**src/design/assert_macros.svh**
```systemverilog
// Assertion macros shared by the RTL. Each use states one property on its own line.
`ifndef ASSERT_MACROS_SVH
`define ASSERT_MACROS_SVH

`ifndef SYNTHESIS

// Check prop at each rising edge, skipped while reset is high.
`define ASSERT_SYNC(label, clk, rst, prop) \
  label: assert property (@(posedge clk) disable iff (rst) prop) \
    else $error("assertion failed in cal block");

// Check prop at each rising edge, reset included.
`define ASSERT_ALWAYS(label, clk, prop) \
  label: assert property (@(posedge clk) prop) \
    else $error("assertion failed in cal block");

`else

`define ASSERT_SYNC(label, clk, rst, prop)
`define ASSERT_ALWAYS(label, clk, prop)

`endif

`endif

```
**src/design/cal_pkg.sv**
```systemverilog
`timescale 1ns / 1ps

package cal_pkg;

  localparam logic       CMD_READ  = 1'b0;
  localparam logic       CMD_WRITE = 1'b1;

  localparam logic [11:0] SEL_MASK  = 12'h103;
  localparam logic [11:0] SEL_ACCUM = 12'h100;
  localparam logic [11:0] SEL_INV   = 12'h101;
  localparam logic [11:0] SEL_STAGE = 12'h102;
  localparam logic [11:0] SEL_MODE  = 12'h103;

  typedef struct packed {
    logic        command;
    logic [3:0]  bank;
    logic [11:0] offset;
    logic [7:0]  write_data;
    logic [7:0]  open_bus;
  } access_t;

  typedef struct packed {
    logic [7:0] read_data;
    logic [4:0] output_latch;
    logic       flag_x;
    logic       flag_y;
  } result_t;

endpackage

```
**src/design/cal_in_stage.sv**
```systemverilog
`timescale 1ns / 1ps

module cal_in_stage (
  input  logic             clk,
  input  logic             rst,
  input  logic             in_valid,
  output logic             in_ready,
  input  cal_pkg::access_t acc_in,
  input  logic             advance,
  output logic             valid,
  output cal_pkg::access_t acc
);
  import cal_pkg::*;

  // Take a new transaction when nothing is held or when the held one leaves in this cycle.
  assign in_ready = !valid || advance;

  always_ff @(posedge clk) begin
    if (rst) begin
      valid <= 1'b0;
    end else if (in_valid && in_ready) begin
      valid <= 1'b1;
    end else if (advance) begin
      valid <= 1'b0;
    end
  end

  always_ff @(posedge clk) begin
    if (in_valid && in_ready) begin
      acc <= acc_in;
    end
  end

endmodule

```
**src/design/cal_latch_regs.sv**
```systemverilog
`timescale 1ns / 1ps
`include "assert_macros.svh"

module cal_latch_regs (
  input  logic             clk,
  input  logic             rst,
  input  logic             fire,
  input  cal_pkg::access_t acc,
  output cal_pkg::result_t res
);
  import cal_pkg::*;

  logic       increase_mode, increase_mode_next;
  logic [4:0] output_bits, output_bits_next;
  logic       invert_flag, invert_flag_next;
  logic [2:0] staging_bits, staging_bits_next;
  logic [3:0] accum, accum_next;
  logic [4:0] inverter_bits, inverter_bits_next;
  logic       x_flag, x_flag_next;
  logic       y_flag, y_flag_next;
  logic [7:0] rd;
  logic [11:0] sel;
  logic [4:0] hi;
  logic       wr_fire;
  logic       rd_miss;

  assign sel = acc.offset & SEL_MASK;
  assign hi  = inverter_bits ^ {5{invert_flag}};

  always_comb begin
    increase_mode_next = increase_mode;
    output_bits_next   = output_bits;
    invert_flag_next   = invert_flag;
    staging_bits_next  = staging_bits;
    accum_next         = accum;
    inverter_bits_next = inverter_bits;
    x_flag_next        = x_flag;
    y_flag_next        = y_flag;
    rd                 = 8'h00;
    if (acc.command == CMD_READ) begin
      rd = acc.open_bus;
      if (sel == SEL_ACCUM) begin
        rd          = {hi, accum[2:0]};
        y_flag_next = x_flag | hi[1];
      end
    end else begin
      if (acc.bank[3]) begin
        // capture: skip offset decode
        output_bits_next = {inverter_bits[0], accum};
      end else begin
        unique case (sel)
          SEL_ACCUM: begin
            if (increase_mode) begin
              accum_next = accum + 4'd1;
            end else begin
              accum_next = {accum[3], staging_bits ^ {3{invert_flag}}};
            end
          end
          SEL_INV: begin
            invert_flag_next = acc.write_data[0];
          end
          SEL_STAGE: begin
            staging_bits_next  = acc.write_data[2:0];
            inverter_bits_next = acc.write_data[7:3];
          end
          SEL_MODE: begin
            increase_mode_next = acc.write_data[0];
          end
          default: begin
          end
        endcase
      end
      x_flag_next = !invert_flag_next;
      y_flag_next = x_flag_next | acc.write_data[4];
    end
  end

  always_ff @(posedge clk) begin
    if (rst) begin
      increase_mode <= 1'b0;
      output_bits   <= 5'd0;
      invert_flag   <= 1'b0;
      staging_bits  <= 3'd0;
      accum         <= 4'd0;
      inverter_bits <= 5'd0;
      x_flag        <= 1'b0;
      y_flag        <= 1'b0;
    end else if (fire) begin
      increase_mode <= increase_mode_next;
      output_bits   <= output_bits_next;
      invert_flag   <= invert_flag_next;
      staging_bits  <= staging_bits_next;
      accum         <= accum_next;
      inverter_bits <= inverter_bits_next;
      x_flag        <= x_flag_next;
      y_flag        <= y_flag_next;
    end
  end

  assign res.read_data    = rd;
  assign res.output_latch = output_bits_next;
  assign res.flag_x       = x_flag_next;
  assign res.flag_y       = y_flag_next;

  assign wr_fire = fire && (acc.command == CMD_WRITE);
  assign rd_miss = fire && (acc.command == CMD_READ) && (sel != SEL_ACCUM);

  `ASSERT_SYNC(a_x_after_write, clk, rst, wr_fire |=> (x_flag == !invert_flag))
  `ASSERT_SYNC(a_hold_accum, clk, rst, !fire |=> ($stable(accum) && $stable(output_bits)))
  `ASSERT_SYNC(a_hold_flags, clk, rst, !fire |=> ($stable(y_flag) && $stable(x_flag)))
  `ASSERT_SYNC(a_undecoded_read, clk, rst, rd_miss |=> ($stable(y_flag) && $stable(x_flag)))
  `ASSERT_ALWAYS(a_reset_clear, clk, rst |=> (accum == 4'd0 && output_bits == 5'd0))

endmodule

```
**src/design/cal_out_stage.sv**
```systemverilog
`timescale 1ns / 1ps

module cal_out_stage (
  input  logic             clk,
  input  logic             rst,
  input  logic             load,
  input  cal_pkg::result_t res_in,
  output logic             out_valid,
  input  logic             out_ready,
  output cal_pkg::result_t res
);
  import cal_pkg::*;

  always_ff @(posedge clk) begin
    if (rst) begin
      out_valid <= 1'b0;
    end else if (load) begin
      out_valid <= 1'b1;
    end else if (out_ready) begin
      out_valid <= 1'b0;
    end
  end

  always_ff @(posedge clk) begin
    if (load) begin
      res <= res_in;
    end
  end

endmodule

```
**src/design/cartridge_accumulator_latch_core.sv**
```systemverilog
`timescale 1ns / 1ps

// Cartridge protection latch with a 4-bit accumulator. Each input transaction is one
// bus access and yields exactly one result transaction, in order. An access passes an
// input register, then the decode and register update, then a result register, so its
// result is offered from the result register; with out_ready held high one access is
// taken every cycle. The accumulator, flags and latch are all updated in that register
// update, which keeps the rate at one access per clock while the output does not stall.
module cartridge_accumulator_latch_core (
  input  logic        clk,
  input  logic        rst,
  input  logic        in_valid,
  output logic        in_ready,
  input  logic        command,
  input  logic [3:0]  bank,
  input  logic [11:0] offset,
  input  logic [7:0]  write_data,
  input  logic [7:0]  open_bus,
  output logic        out_valid,
  input  logic        out_ready,
  output logic [7:0]  read_data,
  output logic [4:0]  output_latch,
  output logic        flag_x,
  output logic        flag_y
);
  import cal_pkg::*;

  access_t acc_in;
  access_t acc;
  result_t res_comb;
  result_t res;
  logic    s1_valid;
  logic    advance;

  assign acc_in.command    = command;
  assign acc_in.bank       = bank;
  assign acc_in.offset     = offset;
  assign acc_in.write_data = write_data;
  assign acc_in.open_bus   = open_bus;

  // advance when an access is held and the result register is free or drains this cycle
  assign advance = s1_valid && (!out_valid || out_ready);

  cal_in_stage u_in (
    .clk      (clk),
    .rst      (rst),
    .in_valid (in_valid),
    .in_ready (in_ready),
    .acc_in   (acc_in),
    .advance  (advance),
    .valid    (s1_valid),
    .acc      (acc)
  );

  cal_latch_regs u_regs (
    .clk  (clk),
    .rst  (rst),
    .fire (advance),
    .acc  (acc),
    .res  (res_comb)
  );

  cal_out_stage u_out (
    .clk       (clk),
    .rst       (rst),
    .load      (advance),
    .res_in    (res_comb),
    .out_valid (out_valid),
    .out_ready (out_ready),
    .res       (res)
  );

  assign read_data    = res.read_data;
  assign output_latch = res.output_latch;
  assign flag_x       = res.flag_x;
  assign flag_y       = res.flag_y;

endmodule

```
**config.mk**
```make
export PLATFORM = sky130hd
export DESIGN_NAME = cartridge_accumulator_latch_core
export DESIGN_NICKNAME = d
export VERILOG_FILES = /design/src/design/cal_pkg.sv /design/src/design/cal_in_stage.sv /design/src/design/cal_latch_regs.sv /design/src/design/cal_out_stage.sv /design/src/design/cartridge_accumulator_latch_core.sv
export VERILOG_INCLUDE_DIRS = /design/src /design/src/design
export SDC_FILE = /design/constraint.sdc
export NUM_CORES = 1
export LEC_CHECK = 0
export BUFFER_PORTS_ARGS = -buffer_cell sky130_fd_sc_hd__buf_2
export CORE_UTILIZATION = 51
export CTS_CLUSTER_DIAMETER = 100
export CTS_CLUSTER_SIZE = 8
export DETAILED_ROUTE_END_ITERATION = 7
export HOLD_SLACK_MARGIN = 0.02
export PLACE_DENSITY = 0.81
export RECOVER_POWER = 50
export SLEW_MARGIN = 30
export SYNTH_ARGS = -nofsm -noshare
export SYNTH_HDL_FRONTEND = slang
export SYNTH_HIERARCHICAL = 1
export SYNTH_SLANG_ARGS = --single-unit
```
**constraint.sdc**
```tcl
create_clock -name clk -period 6.1 [get_ports clk]
set_input_delay 1.22 -clock clk [delete_from_list [all_inputs] [get_ports clk]]
set_output_delay 1.22 -clock clk [all_outputs]
set_load 0.02 [all_outputs]
```
---- Word-level counts from Yosys, hierarchy flattened ----
Cells that the tools add are included.
Widths: inputs -> output; s select.
storage, ports and cells
  logic and storage cells ................. 58
  input port bits ......................... 37
  output and inout port bits .............. 17
  register bits after elaboration ......... 68
cells by class
  eq/ne operators ......................... 4
  bitwise logic cells ..................... 5
  reductions and logical operators ........ 14
  mux-type cells .......................... 14
  add/subtract/negate cells ............... 1
operators by type and width
  cell                 count
  $eq 3x3->1 const B   4
  $reduce_and 4->1     3
  $mux 1               10
  $mux 5               2
  $mux 8               1
  $reduce_and 5->1     1
  $xor 5x5->5          1
  $add 4x1->4 const B  1
  $reduce_bool 2->1    2
  $logic_not 1->1      3
  $mux 3               1
  $xor 3x3->3          1
  $logic_and 1x1->1    2
  $logic_or 1x1->1     2
  $or 1x1->1           2
  $reduce_and 2->1     1
  $not 1->1            1

---- Depth between registers and ports, before layout ----
  depth in word-level cells ............... 7
  mapped depth ............................ 6
  gate-level depth less buffers ........... 5

---- Hierarchy ----
Netlist, hierarchy kept.
modules (own cells, without submodules)
  module                            sequential area each (um^2)  area an instance (um^2)  cells an instance  instances
  cal_latch_regs                    420.4                        1296.2                   150                1
  cal_in_stage                      1011.0                       1046.0                   38                 1
  cal_out_stage                     470.5                        489.2                    19                 1
  cartridge_accumulator_latch_core  0.0                          11.3                     2                  1

---- Worst setup path before layout ----
OpenSTA, ideal clock, no wires.
  path kind ............................... input to output
  start point ............................. input port out_ready
  end point ............................... output port in_ready
  data arrival time ....................... 2.571 ns
  path buffers ............................ 0
  required time ........................... 4.880 ns
  path slack .............................. 2.309 ns
  cell stages on the path ................. 3
  path through ............................ inv_1 > a21boi_1 > nand2b_4
between the ends
  cells in the longest elaborated chain, start to end .. 3
ends and longest elaborated chain
  element            RTL line                                text
  start, declared    cartridge_accumulator_latch_core.sv:20  input logic out_ready,
  $logic_or 1x1->1   cartridge_accumulator_latch_core.sv:42  assign advance = s1_valid && (!out_valid || out_ready);
  $logic_and 1x1->1  cartridge_accumulator_latch_core.sv:42
  via advance        cartridge_accumulator_latch_core.sv:33  logic advance;
  $logic_or 1x1->1   cal_in_stage.sv:16                      assign in_ready = !valid || advance;
  end, declared      cartridge_accumulator_latch_core.sv:13  output logic in_ready,
The timed path passes the listed nets, and every way through them passes these cells.

---- Worst setup path in the final report ----
Ends and elaborated chain as after synthesis.

==> results.toml <==
[critical_path]
worst-path-buf-inv = 4
crit_family = "buffers and inverters"
critPathMaxStageDelay_ps = 990
path_max_fanout = 30
crit_type = "input pin to output pin"
cp-start-kind = "input pin"
critPathSlowestCell = "clkbuf_1"
required_ps = 4880
crit_path_frequent_cell = "buf_2"
worst_setup_path_end_kind = "output pin"
cp_data_arrival_time_ps = 2950
cp_cell_sequence = "buf_2, inv_1, a21boi_0, clkbuf_1, nand2b_1, buf_2"

[sta]
clock_skew_ps = 9.464
final.setup.tns_ps = 0
final-hold-violation-count = 0
holdWs_ps = 473.2
setup_viol = 0
fmax_mhz = 239.6
drv_slew = 17
timing.final.crit_share_pct = 68.41
setup_slack_ps = 1927
period_minus_slack_ps = 4173
tightest_slew_ps = 1795
rsz0062_at_grt = "no"
slew_headroom_pct = -19.95

[route]
num_vias = 1610
viasPerCell = 5.421
drt_first_pass_iters = 4
ant_nets = 0
drt_iter0_drc = 93
totalWireLength_mm = 4.147
drc = 0
wire_per_inst_um = 13.96

[finish]
seqCellArea_um2 = 1541
multi_input_area_um2 = 840.8
antenna_cells = 0
fin_cells = 297
final.fill_count = 370
fin_nets = 276
fin_area_um2 = 2895
drive_gt1_share_pct = 28.40
area_growth_pct = 16.63

[power_and_ir_drop]
power_leakage_nw = 1.140
p_per_area_nw_per_um2 = 315.3
ir_drop_mv = 0.1750

[synthesis]
synthesis.nets = 235
synth_area_um2 = 2482
syn_avg_cell_area_um2 = 12.60
syn_inst = 197
yosys_warnings = 6

[clock_tree]
ctsResizeCount = 0
h-tree-depth = 3
clk_latency_ps = 330
clockRootBuffer = "clkbuf_8"
cts.sinks = 59
hold_buffers = 0
post_cts_buffers = 0
cts_tree = "built"
cts_inserted_buffers = 9
clkTransAtPathRegs_ps = 60
cts.path.max_buffers = 2

[floorplan]
core_area_um2 = 4692
die_height_um = 71.77
num_rows = 25
die_w_um = 71.77
io_pins = 54
start_util_pct = 52.91
die_area_um2 = 5150

[global_route]
grt_pass1_vias = 1573
grt_use_met2_pct = 27.78
grt_usage_pct = 18.10
grtUsageMet3_pct = 4.501
grt_max_degree = 31
grt_pass1_wl_mm = 6.865
busiest_layer = "met2"
antenna_found_initial = 0
overflow = 0
met1_usage_pct = 21.47

[placement]
dp_hpwl_mm = 2.753
place_area_um2 = 2701
place_ws_ps = 2717
place.port_buffers = 41
gp_congestion = 0.7540
dp.cells = 281

[run_status]
status = "complete, but fails checks"
violations = "max-capacitance violations, max-slew violations"

[run]
maxCapViolCount = 1

[worst_hold_path]
hp-class = "register to register"
-- power breakdown --
group          switching [W]  internal (W)
Combinational      0.0000423     0.0000293
Sequential         0.0000121      0.000448
Clock               0.000144      0.000237
Total               0.000198      0.000715
-- stage by stage --
step | utilization [%] | power, W
global placement | 57.57 | 0.0005403
detailed placement | 57.57 | 0.0005428
floorplan | - | 0.0005203
global route | 61.71 | 0.0009461
CTS | 62.19 | 0.0009226
finish | 61.71 | 0.0009130
-- registers in the layout (all words and copies together), names as in the netlist --
register,cells
u_regs/increase_mode,1
u_regs/inverter_bits,5
u_regs/output_bits,5
u_regs/staging_bits,3
u_out/out_valid,1
u_regs/invert_flag,1
u_regs/x_flag,1
u_regs/accum,4
u_regs/y_flag,1
u_in/acc,21
u_in/valid,1
u_out/res,15
-- worst register-to-register path: stages, from the launching register on --
cell and delay (ps):
dfxtp_1 320, a21boi_0 180, clkbuf_1 990, nand2_1 350, nor4_4 710, mux2i_1 260
-- final cells by class --
type	count	share of cell area, %
clock buffer	10	4.754
clock inverter	6	2.723
inverter	6	0.7779
multi-input combinational	120	29.04
sequential	59	53.24
tap	54	2.334
timing repair buffer	42	7.131
-- metal layers --
| layer | part of all wire, % | wire length, um | vias to the layer above |
|---|---|---|---|
| li1 | - | - | 801 |
| met1 | 42 | 1738 | 741 |
| met2 | 49 | 2034 | 56 |
| met3 | 5.4 | 224 | 12 |
| met4 | 3.6 | 149 | 0 |
| met5 | 0 | 0 | - |
-- cells in the final DEF, fill, tap and decap left out, drive strengths merged, types with 3 or more instances in the layout --
cell,count
xor2,3
o211a,5
nand3b,3
inv,6
nor2,7
clkinv,4
nand2,28
xnor2,5
nand2b,3
clkbuf,13
mux2i,11
or2,6
a21oi,10
dfxtp,23
buf,39
mux2,6
a211oi,5
edfxtp,36
-- worst paths after layout --
kind	cells past startpoint	startpoint	end	slack (ps)
max	6	out_ready	in_ready	1930
min	2	u_regs/staging_bits[1]$_SDFFE_PP0P_	u_regs/staging_bits[1]$_SDFFE_PP0P_	470
max reg2reg	5	u_in/valid$_SDFFE_PP0P_	u_regs/inverter_bits[4]$_SDFFE_PP0P_	3220
min reg2reg	2	u_regs/staging_bits[1]$_SDFFE_PP0P_	u_regs/staging_bits[1]$_SDFFE_PP0P_	470
No activity file was read; power rests on OpenSTA's default activity.
